<file path="src/hdl/insert_delete_byte_buffer_top_defines.svh">
// Assertion macros used by the insert/delete byte buffer sequencer.
`ifndef INSERT_DELETE_BYTE_BUFFER_TOP_DEFINES_SVH
`define INSERT_DELETE_BYTE_BUFFER_TOP_DEFINES_SVH

// Concurrent assertion on an explicit clock and active-low reset.
`define IBB_ASSERT_CLK(lbl, clk, rst_n, prop, msg) \
  lbl: assert property (@(posedge clk) disable iff (!rst_n) prop) else $error(msg);

// Concurrent assertion on the block clock and reset.
`define IBB_ASSERT(lbl, prop, msg) `IBB_ASSERT_CLK(lbl, clk_i, rst_ni, prop, msg)

`endif

</file>
<file path="src/hdl/ibb_pkg.sv">
// Types and constants shared by the insert/delete byte buffer modules.
`timescale 1ns / 1ps

package ibb_pkg;

  // Field widths of the request and result beats.
  localparam int unsigned CMD_W  = 2;
  localparam int unsigned POS_W  = 9;
  localparam int unsigned DATA_W = 8;
  localparam int unsigned STAT_W = 2;
  localparam int unsigned LEN_W  = 9;

  // Default capacity in bytes.
  localparam int unsigned IBB_DEPTH = 256;

  typedef enum logic [CMD_W-1:0] {
    CMD_WRITE  = 2'd0,
    CMD_READ   = 2'd1,
    CMD_INSERT = 2'd2,
    CMD_DELETE = 2'd3
  } cmd_e;

  typedef enum logic [STAT_W-1:0] {
    STATUS_OK    = 2'd0,
    STATUS_RANGE = 2'd1,
    STATUS_FULL  = 2'd2
  } status_e;

  // Port enables from the sequencer to the byte memory.
  typedef struct packed {
    logic we;
    logic re;
  } mem_ctl_t;

endpackage

</file>
<file path="src/hdl/ibb_mem.sv">
// Byte memory with one write port and one registered read port.
`timescale 1ns / 1ps

module ibb_mem import ibb_pkg::*; #(
  parameter int unsigned DEPTH = IBB_DEPTH,
  parameter int unsigned AW    = $clog2(DEPTH)
) (
  input  logic              clk_i,
  input  mem_ctl_t          mem_ctl_i,
  input  logic [AW-1:0]     waddr_i,
  input  logic [DATA_W-1:0] wdata_i,
  input  logic [AW-1:0]     raddr_i,
  output logic [DATA_W-1:0] rdata_o
);

  logic [DATA_W-1:0] mem_q [DEPTH];
  logic [DATA_W-1:0] rdata_q;

  // Synchronous write and read; the read data holds until the next read.
  always_ff @(posedge clk_i) begin
    if (mem_ctl_i.we) begin
      mem_q[waddr_i] <= wdata_i;
    end
    if (mem_ctl_i.re) begin
      rdata_q <= mem_q[raddr_i];
    end
  end

  assign rdata_o = rdata_q;

endmodule

</file>
<file path="src/hdl/ibb_ctrl.sv">
// Request sequencer: range checks, length tracking, memory shift walk and result register.
`timescale 1ns / 1ps
`include "insert_delete_byte_buffer_top_defines.svh"

module ibb_ctrl import ibb_pkg::*; #(
  parameter int unsigned DEPTH = IBB_DEPTH,
  parameter int unsigned AW    = $clog2(DEPTH)
) (
  input  logic              clk_i,
  input  logic              rst_ni,
  input  logic              in_valid_i,
  output logic              in_ready_o,
  input  logic [CMD_W-1:0]  command_i,
  input  logic [POS_W-1:0]  position_i,
  input  logic [DATA_W-1:0] value_i,
  output logic              out_valid_o,
  input  logic              out_ready_i,
  output logic [STAT_W-1:0] status_o,
  output logic [DATA_W-1:0] read_data_o,
  output logic [LEN_W-1:0]  length_now_o,
  output mem_ctl_t          mem_ctl_o,
  output logic [AW-1:0]     mem_waddr_o,
  output logic [DATA_W-1:0] mem_wdata_o,
  output logic [AW-1:0]     mem_raddr_o,
  input  logic [DATA_W-1:0] mem_rdata_i
);

  localparam int unsigned LW = $clog2(DEPTH + 1);
  localparam int unsigned CW = (LW > POS_W) ? LW : POS_W;

  typedef enum logic [3:0] {
    ST_IDLE   = 4'b0001,
    ST_READ   = 4'b0010,
    ST_SHIFT  = 4'b0100,
    ST_FINISH = 4'b1000
  } state_e;

  state_e            state_q, state_d;
  logic [LW-1:0]     len_q, len_d;
  cmd_e              cmd_q, cmd_d;
  logic [AW-1:0]     pos_q, pos_d;
  logic [DATA_W-1:0] val_q, val_d;
  logic [AW-1:0]     src_q, src_d;
  logic [LW-1:0]     cnt_q, cnt_d;
  logic              wb_valid_q, wb_valid_d;
  logic [AW-1:0]     wb_addr_q, wb_addr_d;
  status_e           res_status_q, res_status_d;
  logic [DATA_W-1:0] res_data_q, res_data_d;
  logic              out_valid_q, out_valid_d;
  logic [STAT_W-1:0] status_q, status_d;
  logic [DATA_W-1:0] rdata_q, rdata_d;
  logic [LEN_W-1:0]  length_q, length_d;

  logic          accept;
  logic [CW-1:0] pos_ext, len_ext;
  logic          in_range, ins_range, full;

  // Position checks against the current length.
  assign pos_ext   = CW'(position_i);
  assign len_ext   = CW'(len_q);
  assign in_range  = pos_ext < len_ext;
  assign ins_range = pos_ext <= len_ext;
  assign full      = len_ext == CW'(DEPTH);

  assign in_ready_o = (state_q == ST_IDLE);
  assign accept     = in_valid_i && in_ready_o;

  // Sequencer and memory port control.
  always_comb begin
    state_d      = state_q;
    len_d        = len_q;
    cmd_d        = cmd_q;
    pos_d        = pos_q;
    val_d        = val_q;
    src_d        = src_q;
    cnt_d        = cnt_q;
    wb_valid_d   = wb_valid_q;
    wb_addr_d    = wb_addr_q;
    res_status_d = res_status_q;
    res_data_d   = res_data_q;
    out_valid_d  = out_valid_q;
    status_d     = status_q;
    rdata_d      = rdata_q;
    length_d     = length_q;
    mem_ctl_o    = '0;
    mem_waddr_o  = '0;
    mem_wdata_o  = '0;
    mem_raddr_o  = '0;

    if (out_valid_q && out_ready_i) begin
      out_valid_d = 1'b0;
    end

    case (state_q)
      ST_IDLE: begin
        if (accept) begin
          cmd_d        = cmd_e'(command_i);
          pos_d        = AW'(position_i);
          val_d        = value_i;
          res_data_d   = '0;
          res_status_d = STATUS_OK;
          wb_valid_d   = 1'b0;
          state_d      = ST_FINISH;
          case (cmd_e'(command_i))
            CMD_WRITE: begin
              if (in_range) begin
                mem_ctl_o.we = 1'b1;
                mem_waddr_o  = AW'(position_i);
                mem_wdata_o  = value_i;
              end else begin
                res_status_d = STATUS_RANGE;
              end
            end
            CMD_READ: begin
              if (in_range) begin
                mem_ctl_o.re = 1'b1;
                mem_raddr_o  = AW'(position_i);
                state_d      = ST_READ;
              end else begin
                res_status_d = STATUS_RANGE;
              end
            end
            CMD_INSERT: begin
              if (!ins_range) begin
                res_status_d = STATUS_RANGE;
              end else if (full) begin
                res_status_d = STATUS_FULL;
              end else begin
                len_d   = len_q + LW'(1);
                cnt_d   = LW'(len_ext - pos_ext);
                src_d   = AW'(len_ext - CW'(1));
                state_d = ST_SHIFT;
              end
            end
            CMD_DELETE: begin
              if (!in_range) begin
                res_status_d = STATUS_RANGE;
              end else begin
                len_d   = len_q - LW'(1);
                cnt_d   = LW'(len_ext - pos_ext - CW'(1));
                src_d   = AW'(pos_ext + CW'(1));
                state_d = ST_SHIFT;
              end
            end
            default: begin
              res_status_d = STATUS_RANGE;
            end
          endcase
        end
      end

      ST_READ: begin
        res_data_d = mem_rdata_i;
        state_d    = ST_FINISH;
      end

      // One byte moves per cycle: read the source, write it one place over next cycle.
      ST_SHIFT: begin
        if (wb_valid_q) begin
          mem_ctl_o.we = 1'b1;
          mem_waddr_o  = wb_addr_q;
          mem_wdata_o  = mem_rdata_i;
        end
        if (cnt_q != '0) begin
          mem_ctl_o.re = 1'b1;
          mem_raddr_o  = src_q;
          wb_valid_d   = 1'b1;
          cnt_d        = cnt_q - LW'(1);
          if (cmd_q == CMD_INSERT) begin
            wb_addr_d = src_q + AW'(1);
            src_d     = src_q - AW'(1);
          end else begin
            wb_addr_d = src_q - AW'(1);
            src_d     = src_q + AW'(1);
          end
        end else begin
          wb_valid_d = 1'b0;
          if (!wb_valid_q) begin
            if (cmd_q == CMD_INSERT) begin
              mem_ctl_o.we = 1'b1;
              mem_waddr_o  = pos_q;
              mem_wdata_o  = val_q;
            end
            state_d = ST_FINISH;
          end
        end
      end

      // Hand the result to the output register once it is free.
      ST_FINISH: begin
        if (!out_valid_q || out_ready_i) begin
          out_valid_d = 1'b1;
          status_d    = res_status_q;
          rdata_d     = res_data_q;
          length_d    = LEN_W'(len_q);
          state_d     = ST_IDLE;
        end
      end

      default: begin
        state_d = ST_IDLE;
      end
    endcase
  end

  // Control state.
  always_ff @(posedge clk_i or negedge rst_ni) begin
    if (!rst_ni) begin
      state_q     <= ST_IDLE;
      len_q       <= '0;
      cnt_q       <= '0;
      wb_valid_q  <= 1'b0;
      out_valid_q <= 1'b0;
    end else begin
      state_q     <= state_d;
      len_q       <= len_d;
      cnt_q       <= cnt_d;
      wb_valid_q  <= wb_valid_d;
      out_valid_q <= out_valid_d;
    end
  end

  // Payload registers.
  always_ff @(posedge clk_i) begin
    cmd_q        <= cmd_d;
    pos_q        <= pos_d;
    val_q        <= val_d;
    src_q        <= src_d;
    wb_addr_q    <= wb_addr_d;
    res_status_q <= res_status_d;
    res_data_q   <= res_data_d;
    status_q     <= status_d;
    rdata_q      <= rdata_d;
    length_q     <= length_d;
  end

  assign out_valid_o  = out_valid_q;
  assign status_o     = status_q;
  assign read_data_o  = rdata_q;
  assign length_now_o = length_q;

  // Checks on the sequencer.
  `IBB_ASSERT(a_len_bound, len_q <= LW'(DEPTH), "length exceeds capacity")
  `IBB_ASSERT(a_ins_len, accept && (command_i == CMD_INSERT) && ins_range && !full |=> len_q == $past(len_q) + LW'(1), "insert did not raise length")
  `IBB_ASSERT(a_mem_port, mem_ctl_o.we && mem_ctl_o.re |-> mem_waddr_o != mem_raddr_o, "read and write hit the same entry")
  `IBB_ASSERT(a_out_rise, $rose(out_valid_q) |-> $past(state_q == ST_FINISH), "result raised outside finish")
  `IBB_ASSERT(a_shift_done, (state_q == ST_SHIFT) && (state_d == ST_FINISH) |-> (cnt_q == '0) && !wb_valid_q, "shift left early")

endmodule

</file>
<file path="src/hdl/insert_delete_byte_buffer_top.sv">
// Sequencing: a write or a rejected request goes from idle to the finish state, a read through
// the read state first, and an insert or delete through the shift state, which moves one byte
// per cycle; the finish state loads the result register once it is free.
// A new request is taken only in the idle state, after the result of the last one is registered;
// the byte memory has one write port and one registered read port.
// Reset clears the length and the handshake state; memory contents are left as they are.
`timescale 1ns / 1ps

module insert_delete_byte_buffer_top import ibb_pkg::*; #(
  parameter int unsigned DEPTH = IBB_DEPTH
) (
  input  logic              clk_i,
  input  logic              rst_ni,
  input  logic              in_valid_i,
  output logic              in_ready_o,
  input  logic [CMD_W-1:0]  command_i,
  input  logic [POS_W-1:0]  position_i,
  input  logic [DATA_W-1:0] value_i,
  output logic              out_valid_o,
  input  logic              out_ready_i,
  output logic [STAT_W-1:0] status_o,
  output logic [DATA_W-1:0] read_data_o,
  output logic [LEN_W-1:0]  length_now_o
);

  localparam int unsigned AW = $clog2(DEPTH);

  mem_ctl_t          mem_ctl;
  logic [AW-1:0]     mem_waddr;
  logic [DATA_W-1:0] mem_wdata;
  logic [AW-1:0]     mem_raddr;
  logic [DATA_W-1:0] mem_rdata;

  // Request sequencer.
  ibb_ctrl #(
    .DEPTH (DEPTH),
    .AW    (AW)
  ) u_ctrl (
    .clk_i        (clk_i),
    .rst_ni       (rst_ni),
    .in_valid_i   (in_valid_i),
    .in_ready_o   (in_ready_o),
    .command_i    (command_i),
    .position_i   (position_i),
    .value_i      (value_i),
    .out_valid_o  (out_valid_o),
    .out_ready_i  (out_ready_i),
    .status_o     (status_o),
    .read_data_o  (read_data_o),
    .length_now_o (length_now_o),
    .mem_ctl_o    (mem_ctl),
    .mem_waddr_o  (mem_waddr),
    .mem_wdata_o  (mem_wdata),
    .mem_raddr_o  (mem_raddr),
    .mem_rdata_i  (mem_rdata)
  );

  // Byte storage.
  ibb_mem #(
    .DEPTH (DEPTH),
    .AW    (AW)
  ) u_mem (
    .clk_i     (clk_i),
    .mem_ctl_i (mem_ctl),
    .waddr_i   (mem_waddr),
    .wdata_i   (mem_wdata),
    .raddr_i   (mem_raddr),
    .rdata_o   (mem_rdata)
  );

endmodule
</file>
<file path="config.mk">
export PLATFORM = sky130hd
export DESIGN_NAME = insert_delete_byte_buffer_top
export DESIGN_NICKNAME = d
export VERILOG_FILES = /design/src/hdl/ibb_pkg.sv /design/src/hdl/ibb_mem.sv /design/src/hdl/ibb_ctrl.sv /design/src/hdl/insert_delete_byte_buffer_top.sv
export VERILOG_INCLUDE_DIRS = /design/src /design/src/hdl
export SDC_FILE = /design/constraint.sdc
export NUM_CORES = 2
export LEC_CHECK = 0
export BUFFER_PORTS_ARGS = -buffer_cell sky130_fd_sc_hd__clkbuf_2
export CORE_MARGIN = 2
export CORE_UTILIZATION = 55
export DETAILED_ROUTE_END_ITERATION = 6
export GPL_TIMING_DRIVEN = 0
export HOLD_SLACK_MARGIN = 0.08
export PLACE_DENSITY_LB_ADDON = 0.3
export SLEW_MARGIN = 20
export SYNTH_ARGS = -nofsm -noshare
export SYNTH_HDL_FRONTEND = slang
export SYNTH_HIERARCHICAL = 1
export SYNTH_SLANG_ARGS = --single-unit
</file>
<file path="constraint.sdc">
create_clock -name clk_i -period 15.72 [get_ports clk_i]
set_input_delay 0 -clock clk_i [delete_from_list [all_inputs] [get_ports clk_i]]
set_output_delay 0 -clock clk_i [all_outputs]
set_load 0.005 [all_outputs]
</file>
==> impl_metrics.tcl <==
set metrics [dict create \
    design_area_sq_um 95900 \
    timing.final.hold_violations 0 \
    grt_usage_pct 32.0 \
    dr.first_iter.drc_count 8059 \
    detail-route-antenna-nets 0 \
    postCtsResizedCells 0 \
    root_buffer "clkbuf_16" \
    power_frac_seq_pct 55.3 \
    hold_end "u_ctrl/res_status_q[0]$_DFFE_PP_" \
    rsz0062_at_grt "no" \
    crit_path_start_kind "flip-flop" \
    async_flop_share_pct 1.12 \
    syn_avg_cell_area_sq_um 20.0 \
    netSwitchingFraction_pct 20.0 \
    die_y_microns 397 \
    path_clk_slew_ns 0.07 \
    first_global_vias 44800 \
    dieArea_sq_um 158000 \
    yosys_warnings 6 \
    fp.coreArea_sq_um 154000 \
    hold_path_class "in -> reg" \
    cts_tree "done" \
    io_buffer_count 43 \
    nets 4617 \
    outcome "finished with violations" \
    final_max_slew_viol_count 0 \
    fin_ws_ns 7.72 \
    grt_max_degree 136 \
    die_w_microns 397 \
    worstMarginPinSlew_ns 1.33 \
    p_leak_nw 24.2 \
    synthToLayoutAreaGrowth_pct 12.7 \
    pre_cts_ws_ns 7.93 \
    cts_buffer_depth 3 \
    wl_per_cell_microns 37.1 \
    synth.cell_area_sq_um 85100 \
    max_slew_margin_pct 10.6 \
    synth_ff_type "edfxtp_1" \
    clock.fmax_ghz 0.125 \
    ir_drop_mv 0.129 \
    p_int_mw 9.02 \
    r2r-end "u_mem/rdata_o[5]$_DFFE_PP_" \
    drt_first_pass_iters 7 \
    finalCritPeriodShare_pct 50.9 \
    mappedNetlistNets 4292 \
    min_path_cells 4 \
    rr_worst_depth 15 \
    grt-ovfl-total 0 \
    cts_max_level 4 \
    clkSinkCount 2143 \
    synth-edff-count 2119 \
    clkPwrFrac_pct 43.5 \
    worstPathMaxFanout 10 \
    rows 144 \
    min-delay-start "command_i[1]" \
    rrSetupSlack_ns 7.72 \
    start_util_pct 55.3 \
    drive_above_1_share_pct 21.8 \
    ys_ff_latch 2143 \
    drt_wl_total_mm 252 \
    ios 44 \
    vias 47000 \
    postCtsHoldBufs 44 \
    dpl.hpwl_mm 167 \
    viasPerCell 6.91 \
    switchingPower_mw 2.25 \
    critPathKind "reg -> reg" \
    syn-instance-count 4246 \
    numCtsBuffers 205 \
    fin_util_pct 62.3 \
    min_period_ns 8.00 \
    cp.arrival_ns 8.52 \
    cp.required_ns 16.24 \
    post_cts_buffers 0 \
    setup_violations 0 \
    skew_ns 0.0645 \
    endpoint_kind "flip-flop" \
    finalSetupTns_ns 0 \
    violations "DRC" \
    ys_types 100 \
    cap_violations 0 \
    power_frac_comb_pct 1.1 \
    ys_seq_area_share_pct 75.5 \
    gp_congestion 1.02 \
    placedInstanceArea_sq_um 88700 \
    clock_latency_ns 0.87 \
    antenna_found_initial 8 \
    grt_pass1_wl_mm 347 \
    r2r-start "u_ctrl/len_ext[0]$_DFFE_PN0P_" \
    drc 13 \
    power_density_nw_per_um2 118 \
]
## state kept, by name, indices dropped and copies added, names as in the netlist, 4 cells and up
register	flops
u_ctrl/pos_q	8
u_ctrl/val_q	8
u_ctrl/state_q	4
u_ctrl/len_ext	9
u_ctrl/cnt_q	9
u_ctrl/src_q	8
u_ctrl/res_data_q	8
u_mem/rdata_o	8
u_ctrl/length_now_o	9
u_ctrl/read_data_o	8
u_mem/mem_q	2048
u_ctrl/wb_addr_q	8
## critical path, stage by stage (launching register included)
cell,delay [ns]
dfrtp_1,0.38
clkbuf_1,0.33
inv_1,0.12
ha_1,0.23
nor2b_1,0.16
o211ai_1,0.12
a211oi_1,0.46
nor2_1,0.22
nor4_4,0.65
a22o_1,0.34
clkbuf_1,0.70
clkbuf_1,0.91
a21oi_1,0.59
o32ai_1,1.08
nor3_1,0.39
nor4_1,0.94
## synthesized netlist by cell type (all sizes together), types with 18 or more instances
cell	number	share of area, %
a21oi	115	0.68
mux2i	140	1.7
xnor2	25	0.26
inv	48	0.21
o22ai	31	0.24
dfrtp	23	0.68
nor4	35	0.31
o21ai	37	0.22
a211oi	19	0.17
edfxtp	2119	75
nand2	67	0.32
a22oi	135	1.2
xor2	24	0.25
nor2	312	1.4
nor3	37	0.23
o211ai	18	0.16
o221ai	47	0.49
clkbuf	125	0.56
nor2b	37	0.27
nand3	60	0.37
buf	133	1.3
mux4	456	12
ha	22	0.32
## power groups by stage
stage | logic, mW | registers [mW] | clock network [mW]
3_5_place_dp | 0.116 | 6.36 | 0
3_3_place_gp | 0.112 | 6.36 | 0
5_1_grt | 0.139 | 6.24 | 5.15
6_report | 0.128 | 6.24 | 4.91
4_1_cts | 0.127 | 6.24 | 4.94
2_1_floorplan | 0.0723 | 6.36 | 0
## routing by layer
layer	global-route usage, %	part of all wire (%)
met1	42.2	35
met2	47.9	45
met3	11.4	15
met4	15.2	5.7
met5	0.636	0.067
## final cells by class
type                    count  area, sq um
flip-flops and latches   2143        64200
fillers                 10400        58000
multi-input cells        1795        19100
clock buffers             255         5380
well taps                2044         2560
plain buffers             259         1650
repair buffers            118         1420
clock inverters           130         1270
inverters                  49          246
diodes                     11         27.5
## metrics by stage
stage / instances / hold WS, ns / total power, mW
6_report: 6804 / 0.244 / 11.3
5_1_grt: 6793 / 0.253 / 11.5
4_1_cts: 6792 / 0.208 / 11.3
3_5_place_dp: 6363 / 0.0576 / 6.48
3_3_place_gp: 6333 / 0.0610 / 6.47
2_1_floorplan: 4246 / -0.296 / 6.43
## worst max path at each step
stage / from / end / slack (ns) / cells past startpoint
floorplan: u_ctrl/len_ext[0]$_DFFE_PN0P_ / u_mem/mem_q[0][4]$_DFFE_PP_ / 9.97 / 11
global placement: u_ctrl/len_ext[0]$_DFFE_PN0P_ / u_mem/mem_q[82][2]$_DFFE_PP_ / 5.57 / 11
detailed placement: u_ctrl/len_ext[0]$_DFFE_PN0P_ / u_mem/rdata_o[7]$_DFFE_PP_ / 7.93 / 17
CTS: u_ctrl/len_ext[0]$_DFFE_PN0P_ / u_mem/rdata_o[7]$_DFFE_PP_ / 7.92 / 17
global route: u_ctrl/len_ext[0]$_DFFE_PN0P_ / u_mem/rdata_o[5]$_DFFE_PP_ / 7.72 / 17
finish: u_ctrl/len_ext[0]$_DFFE_PN0P_ / u_mem/rdata_o[5]$_DFFE_PP_ / 7.72 / 15
## placed cells by master (no fill, tap or decap), types with 26 or more instances in the layout
cell type and n:
nand3_1 59, nor2b_1 36, mux2i_1 139, clkbuf_2 70, o21ai_0 34, inv_1 38, buf_6 26, clkbuf_16 207
nand2_1 63, mux4_2 454, clkinv_2 43, edfxtp_1 2119, a21oi_1 114, o22ai_1 30, clkbuf_1 144, clkinv_1 49
buf_4 31, buf_2 40, nor4_1 27, nor3_1 36, dlygate4sd3_1 43, nor2_1 303, o221ai_1 46, a22oi_1 135
## logic make-up (layout without fill, tap and decap cells)
family	count (synthesis)	in the layout	synth area share (%)
other cells	0	11	0
xor+xnor	49	49	0.504
fa+ha+maj	23	23	0.347
buf+inv	308	811	2.11
compound gates	494	494	4.13
simple gates	632	632	3.64
flops	2143	2143	75.5
mux	597	597	13.8
(Power assumes the default switching activity.)
